[src/rtl/pngu_pkg.sv]
// ============================================================================
// pngu_pkg: shared types and codes for the PNG scanline unfilter
// Filter type codes, configuration register indexes and the neighbor bundle
// passed to the predictor.
// ============================================================================
`default_nettype none

package pngu_pkg;

  typedef logic [7:0] byte_t;
  typedef logic [2:0] filt_t;

  localparam filt_t FILT_NONE  = 3'd0;
  localparam filt_t FILT_SUB   = 3'd1;
  localparam filt_t FILT_UP    = 3'd2;
  localparam filt_t FILT_AVG   = 3'd3;
  localparam filt_t FILT_PAETH = 3'd4;

  localparam int unsigned CfgAw = 1;
  localparam int unsigned CfgDw = 13;

  localparam logic [CfgAw-1:0] CFG_IMAGE_WIDTH = 1'b0;
  localparam logic [CfgAw-1:0] CFG_CHANNELS    = 1'b1;

  // left, above and above-left neighbors of the current channel byte
  typedef struct packed {
    byte_t a;
    byte_t b;
    byte_t c;
  } pngu_nbr_t;

endpackage

`default_nettype wire

[src/rtl/pngu_predict.sv]
// ============================================================================
// pngu_predict: PNG filter predictor
// Selects the None, Sub, Up, Average or Paeth predictor from the three
// neighbor bytes.
// ============================================================================
`default_nettype none

module pngu_predict
  import pngu_pkg::*;
(
  input  filt_t     filt_i,
  input  pngu_nbr_t nbr_i,
  output byte_t     pred_o
);

  logic signed [9:0] d_bc;
  logic signed [9:0] d_ac;
  logic signed [9:0] d_sum;
  logic        [9:0] dist_a;
  logic        [9:0] dist_b;
  logic        [9:0] dist_c;
  logic        [8:0] avg_sum;
  byte_t             paeth;

  function automatic logic [9:0] abs10(input logic signed [9:0] v);
    abs10 = v[9] ? 10'(-v) : 10'(v);
  endfunction

  assign d_bc    = $signed({2'b00, nbr_i.b}) - $signed({2'b00, nbr_i.c});
  assign d_ac    = $signed({2'b00, nbr_i.a}) - $signed({2'b00, nbr_i.c});
  assign d_sum   = d_bc + d_ac;
  assign dist_a  = abs10(d_bc);
  assign dist_b  = abs10(d_ac);
  assign dist_c  = abs10(d_sum);
  assign avg_sum = {1'b0, nbr_i.a} + {1'b0, nbr_i.b};

  always_comb begin
    if ((dist_a <= dist_b) && (dist_a <= dist_c)) begin
      paeth = nbr_i.a;
    end else if (dist_b <= dist_c) begin
      paeth = nbr_i.b;
    end else begin
      paeth = nbr_i.c;
    end
  end

  always_comb begin
    case (filt_i)
      FILT_SUB:   pred_o = nbr_i.a;
      FILT_UP:    pred_o = nbr_i.b;
      FILT_AVG:   pred_o = avg_sum[8:1];
      FILT_PAETH: pred_o = paeth;
      default:    pred_o = '0;
    endcase
  end

endmodule

`default_nettype wire

[config.mk]
export PLATFORM = sky130hd
export DESIGN_NAME = pngu_predict
export DESIGN_NICKNAME = d
export VERILOG_FILES = /design/src/rtl/pngu_pkg.sv /design/src/rtl/pngu_predict.sv
export SDC_FILE = /design/constraint.sdc
export NUM_CORES = 1
export LEC_CHECK = 0
export BUFFER_PORTS_ARGS = -buffer_cell sky130_fd_sc_hd__buf_2
export CAP_MARGIN = 15
export CELL_PAD_IN_SITES_DETAIL_PLACEMENT = 0
export CELL_PAD_IN_SITES_GLOBAL_PLACEMENT = 1
export CORE_MARGIN = 1
export CORE_UTILIZATION = 39
export DETAILED_ROUTE_END_ITERATION = 10
export GPL_TIMING_DRIVEN = 0
export PLACE_DENSITY = 0.74
export SYNTH_ARGS = -nofsm -noshare
export SYNTH_HDL_FRONTEND = slang
export SYNTH_SLANG_ARGS = --single-unit
[constraint.sdc]
create_clock -name vclk -period 5.48
set_input_delay 0.274 -clock vclk [all_inputs]
set_output_delay 0.274 -clock vclk [all_outputs]
set_load 0.01 [all_outputs]
# After elaboration in Yosys (flattened, before gate mapping)
# Cells that the tools add are included.
# totals
reg_bits	0
input_bits	27
wordCells	21
out_inout_bits	8
# op_classes
magnitude_cmp	3
n_addsub	7
eq_ne	4
reduce_logical	1
n_mux	6
# ops
op	n
one-hot mux 8 bit (4 select lines)	1
<= comparator 10 bit	3
2-to-1 mux 10 bit	3
negation 9 -> 10 bit	2
subtractor 8 x 8 -> 9 bit	2
2-to-1 mux 8 bit	2
adder 9 x 9 -> 10 bit	1
negation 10 bit	1
adder 8 x 8 -> 9 bit	1
equality test 3 x 2 -> 1 bit (second input constant)	2
equality test 3 x 1 -> 1 bit (second input constant)	1
equality test 3 bit (second input constant)	1
logical AND 1 bit	1

# Depth between registers and ports, before layout
# Gate-level depths: netlist of run 1.
# logic_depth
depth_word	8
depth_mapped	27
ltp_nobuf	25

# Least setup slack after synthesis of run 1
# No wires, ideal clock.
# synth_path
kind	input-to-output
from	in nbr_i[1] in the netlist's numbering
to	out pred_o[2]
t_arrival_ps	5201
path_buffers	0
slack_ps	5
required_time_ps	5206
cell_stages	20
path_cell_list	inv_1 -> ha_1 -> nor2b_1 -> o31a_1 -> o311a_1 -> o21a_1 -> nor2_1 -> xnor2_1 -> ha_1 -> or4b_2 -> o21ai_0 -> a21oi_1 -> or4_1 -> ha_1 -> nand4_1 -> nor2_1 -> a31oi_1 -> mux2_2 -> mux2i_1 -> o221ai_1
# synth_via
elab_chain_len	8
word_cells_on_any_way	16
cone_classes	add/sub (6); order compare (3); mux (6); reduce/logical (1)
# synth_lines
item	line	rtl
from (decl)	pngu_predict.sv:12	input pngu_nbr_t nbr_i,
subtractor 8 x 8 -> 9 bit, on equally long branches	pngu_predict.sv:29, pngu_predict.sv:30	
adder 9 x 9 -> 10 bit	pngu_predict.sv:31	assign d_sum = d_bc + d_ac;
negation 10 bit	pngu_predict.sv:26	abs10 = v[9] ? 10'(-v) : 10'(v);
2-to-1 mux 10 bit	pngu_predict.sv:26	
<= comparator 10 bit, on equally long branches	pngu_predict.sv:40, pngu_predict.sv:38	
2-to-1 mux 8 bit or logical AND 1 bit (tied branches)	pngu_predict.sv:40, pngu_predict.sv:38	
2-to-1 mux 8 bit (*)	pngu_predict.sv:38	if ((dist_a <= dist_b) && (dist_a <= dist_c)) begin
one-hot mux 8 bit (4 select lines) (*)	pngu_predict.sv:48	case (filt_i)
to (decl)	pngu_predict.sv:13	output byte_t pred_o
# Mark *: on every way between the ends. The rest lies on a longest branch, timed or not.

# Worst setup path after layout of run 1
# layout_path
from	in nbr_i[1] in the netlist's numbering
to	out pred_o[5]
# Same word-level chain as after synthesis.

==> flow_summary.toml, run 1 <==
[synth]
synthDistinctLibCells = 54
yosys.area_share.simple_pct = 17.4
synthMuxAreaShare_pct = 5.64
yosys_warnings = 0
synth_compound_area_share_pct = 28.2
synth_largest_area_cell = "ha_1"
yosysTopAreaCellShare_pct = 26.4
syn_area_per_cell_sq_um = 7.51
synth_xor_area_share_pct = 13.4
synth_top_family_by_area = "adder cells"
yosysSeqAreaShare_pct = 0
synthesis.area_sq_mm = 0.00284
yosys.area_share.adder_pct = 30.0
ys_top_cells_by_area = "ha_1, xnor2_1, a21oi_1"
postSynthCellCount = 378

[floorplanning]
ios = 35
die-area_sq_mm = 0.00762
core_sq_mm = 0.00691
core.rowCount = 30
start_util_pct = 41.1
die_w_um = 87.3
die_h_um = 87.3

[timing]
tightest_slew_ns = 0.586
setup_viol = 6
fin_crit_sh_pct = 101
tns_ns = -0.169
maxSlewViolCount = 0
max_freq_mhz = 181
final.min_clock_period_ns = 5.53
final_hold_viol_count = 0
rsz0062_at_grt = "true"
relSlewSlack_pct = 60.8
fin_ws_ns = -0.0477

[power_and_ir_drop]
p_leak_nw = 1.81
p_int_mw = 0.633
p_sw_share_pct = 51.8
p_total_mw = 1.31
vdd.ir_drop.worst_v = 0.000164
p_seq_share_pct = 0
pwr-share-clk_pct = 0
p_sw_mw = 0.680
combinationalPowerShare_pct = 100.0
pwr_density_cell_mw_per_mm2 = 340

[final_layout]
syn2layout_area_growth_pct = 36.0
fill_cells = 686
final_cell_mix = "ha_1, buf_4, buf_2"
layout_commonest_cell = "ha_1"
drive_above_1_share_pct = 32.6
multi_input_area_sq_mm = 0.00314
antennaDiodeCount = 0
ff_latch_area_sq_um = 0
fin_nets = 538
seq_cells = 0
clock_buffers = 0

[routing]
routed-via-count = 2967
routed_wl_mm = 8.50
dr.pass1.iters = 4
post-route-drc-count = 0
wl_per_cell_um = 15.7
drtAntennaViolNets = 0
viasPerCell = 5.48
drtIter0Drc = 106

[setup_path]
critPathMaxStageDelay_ns = 0.60
worst-path-buf-inv = 4
worst_ep_required_time_ns = 5.21
slowest_stage = "or4_4"
setup.worst_path.start_class = "input port"
path_max_fanout = 8
crit_type = "in -> out"
crit_path_end_kind = "output port"
critPathTopFamily = "compound AO/OA/AOI/OAI gates"
cpMostUsedCell = "ha_4"
arrival_ns = 5.25

[place]
hpwl_mm = 6.65
routabilityCongestion = 0.801
port_buffers = 33

[min_path]
hp-class = "in -> out"

[run]
drv_cap = 0

[global_routing]
gr-usage-all-layers_pct = 22.1
grt_max_degree = 11
grt_pass1_wl_mm = 13.3
grt_pass1_vias = 2653
grt.overflow.total = 0
antenna_found_initial = 0

[run_status]
violations = "setup timing"
status = "complete, but fails checks"

[clock_network]
postCtsHoldBufs = 0
[timing repair]
| item | CTS | global route |
|---|---|---|
| gates cloned | 1 | 0 |
| resized for setup | 64 | 28 |
| buffers inserted | 21 | 12 |
| pin swaps | 40 | 34 |
| setup endpoints to repair | 8 | 8 |
[power groups by stage]
stage	logic (mW)	clock network, mW	registers [mW]
floorplan	0.792	0	0
global placement	0.987	0	0
detailed placement	1.01	0	0
CTS	1.21	0	0
global route	1.45	0	0
finish	1.31	0	0
[final timing paths]
path,startpoint,end,slack (ns),depth (start not counted)
hold / removal,nbr_i[15],pred_o[7],0.99,4
setup / recovery,nbr_i[1],pred_o[5],-0.05,25
[tightest hold or removal path, delay by kind of cell]
family | cells | cell delay [ns]
buffers and inverters | 2 | 0.27
AO/OA/AOI/OAI | 2 | 0.18
[layer usage]
metal  track usage, %  wire length [um]  vias up
met1             33.4              4260     1383
met2             35.2              3880       42
met4             3.73               157        0
met3            0.190               201        6
met5                0                 0        -
li1                 -                 -     1536
[cells in the mapped netlist (2+ instances only)]
cell type / count
a211o_1: 3
a211oi_1: 2
a21o_1: 14
a21oi_1: 28
a22oi_1: 8
a31oi_1: 2
a41oi_1: 3
and2_1: 3
and3_1: 2
clkbuf_1: 4
conb_1: 2
fa_1: 4
ha_1: 60
inv_1: 32
mux2_2: 8
mux2i_1: 7
nand2_1: 20
nand2b_1: 3
nand3_1: 5
nand4_1: 8
nor2_1: 32
nor2b_1: 7
nor3_1: 4
o211ai_1: 3
o21a_1: 9
o21ai_0: 16
o21bai_1: 6
o221ai_1: 6
o22ai_1: 5
o31a_1: 3
or2_1: 2
or2_2: 5
or3_1: 3
or4_1: 2
xnor2_1: 24
xor2_1: 15
[layout make-up]
cell class,instances,share of cell area (%)
timing repair buffer,66,11.9
multi-input combinational,343,81.2
buffer,4,0.421
tap,96,3.11
inverter,32,3.31
[cell families after synthesis]
group / Yosys count
AO/OA/AOI/OAI: 116
adder cells (fa/ha/maj): 66
XOR/XNOR: 41
AND/OR/NAND/NOR: 100
other: 2
multiplexers: 15
buffers and inverters: 38
[per-stage QoR]
stage	instances	cell area (sq um)	hold slack [ns]	setup slack, ns	util (%)
floorplan	380	2850	0.773	0.00475	-
global placement	509	3130	0.994	-1.20	45.3
detailed placement	509	3130	0.993	-1.30	45.3
CTS	529	3590	0.997	0.00154	52.0
global route	541	3860	1.02	-0.228	55.9
finish	541	3860	0.990	-0.0477	55.9
Power figures use the tool's default switching activity.
==> run 2: changes to the inputs <==
Clock period 5.48 ns to 5 ns, I/O delays scaled along.
==> flow_summary.toml, run 2 (synthesis gave the netlist of run 1 again) <==
[run_status]
status = "complete, but fails checks"
violations = "setup timing"

[timing]
max_freq_mhz = 182
rsz0062_at_grt = "true"
tns_ns = -3.60
tightest_slew_ns = 0.541
whs_ns = 0.951
setup_viol = 8
final_hold_viol_count = 0
relSlewSlack_pct = 63.6
maxSlewViolCount = 0
final.min_clock_period_ns = 5.48
fin_crit_sh_pct = 110
fin_ws_ns = -0.481

[routing]
routed_wl_mm = 8.35
routed-via-count = 2981
drtIter0Drc = 114
drtAntennaViolNets = 0
viasPerCell = 5.48
dr.pass1.iters = 4
post-route-drc-count = 0
wl_per_cell_um = 15.3

[power_and_ir_drop]
p_int_mw = 0.714
p_seq_share_pct = 0
p_leak_nw = 1.82
p_sw_share_pct = 51.5
pwr-share-clk_pct = 0
combinationalPowerShare_pct = 100.0
p_sw_mw = 0.758
vdd.ir_drop.worst_v = 0.000183
pwr_density_cell_mw_per_mm2 = 379
p_total_mw = 1.47

[final_layout]
ff_latch_area_sq_um = 0
multi_input_area_sq_mm = 0.00315
final_util_pct = 56.3
seq_cells = 0
antennaDiodeCount = 0
fin_nets = 541
clock_buffers = 0
fill_cells = 670
layout_commonest_cell = "ha_1"
final_cell_mix = "ha_1, buf_4, buf_2"
syn2layout_area_growth_pct = 37.0
drive_above_1_share_pct = 34.2

[setup_path]
crit_path_end_kind = "output port"
critPathMaxStageDelay_ns = 0.49
slowest_stage = "or4b_4"
crit_type = "in -> out"
worst-path-buf-inv = 4
critPathTopFamily = "compound AO/OA/AOI/OAI gates"
path_max_fanout = 8
crit_cells = 26
setup.worst_path.start_class = "input port"
arrival_ns = 5.23
worst_ep_required_time_ns = 4.75
cpMostUsedCell = "a21o_1"

[floorplanning]
die_h_um = 87.3
die_w_um = 87.3
die-area_sq_mm = 0.00762
ios = 35
core.rowCount = 30
start_util_pct = 41.1
core_sq_mm = 0.00691

[place]
port_buffers = 33
routabilityCongestion = 0.830
hpwl_mm = 6.70
dpl_worst_slack_ns = -1.19

[global_routing]
antenna_found_initial = 0
gr-usage-all-layers_pct = 21.4
grt.overflow.total = 0
grt_max_degree = 11
grt_pass1_wl_mm = 13.1
grt_pass1_vias = 2756

[min_path]
worstHoldPathCells = 4
hp-class = "in -> out"

[run]
drv_cap = 0
[run 2: cell count changes in the layout (fill, tap and decap cells not counted), sizes merged]
cell / previous run / this run
buf: 66 / 70
clkinvlp: 0 / 1
inv: 32 / 31
a22o: 2 / 1
[run 2: layer usage]
layer | wire [um] | part of all wire (%) | track usage [%] | vias up
li1 | - | - | - | 1530
met1 | 4280 | 51 | 32.7 | 1404
met2 | 3810 | 46 | 35.6 | 43
met3 | 198 | 2.4 | 0 | 4
met4 | 56 | 0.67 | 0 | 0
met5 | 0 | 0 | 0 | -
[run 2: worst paths after layout]
check / start / end / slack [ns]
setup / recovery: nbr_i[1] / pred_o[2] / -0.48
hold / removal: nbr_i[15] / pred_o[7] / 0.95
[run 2: tightest hold or removal path, cell delays in order]
cell,delay (ns)
buf_2,0.11
a2bb2oi_1,0.07
o22ai_1,0.12
buf_2,0.15
[run 2: repair_timing]
item / in CTS / in global routing
buffers inserted: 25 / 10
gates cloned: 1 / 0
resized for setup: 49 / 26
hold buffers: 0 / 0
pin swaps: 36 / 32
endpoints found under the setup margin: 8 / 8
[run 2: power groups by stage]
stage,logic [mW],clock network [mW],registers (mW)
2_1_floorplan,0.916,0,0
3_3_place_gp,1.13,0,0
3_5_place_dp,1.15,0,0
4_1_cts,1.35,0,0
5_1_grt,1.64,0,0
6_report,1.47,0,0
[run 2: final cells by class]
cell class | count | area share [%]
multi-input combinational | 342 | 81.0
timing repair buffer | 69 | 12.0
inverter | 32 | 3.19
tap | 96 | 3.09
buffer | 5 | 0.708
[run 2: metrics by stage]
step	instances	cell area, sq um
final	544	3890
after global routing	544	3890
after detailed placement	509	3240
after global placement	509	3240
after CTS	534	3670
after floorplan	380	2960
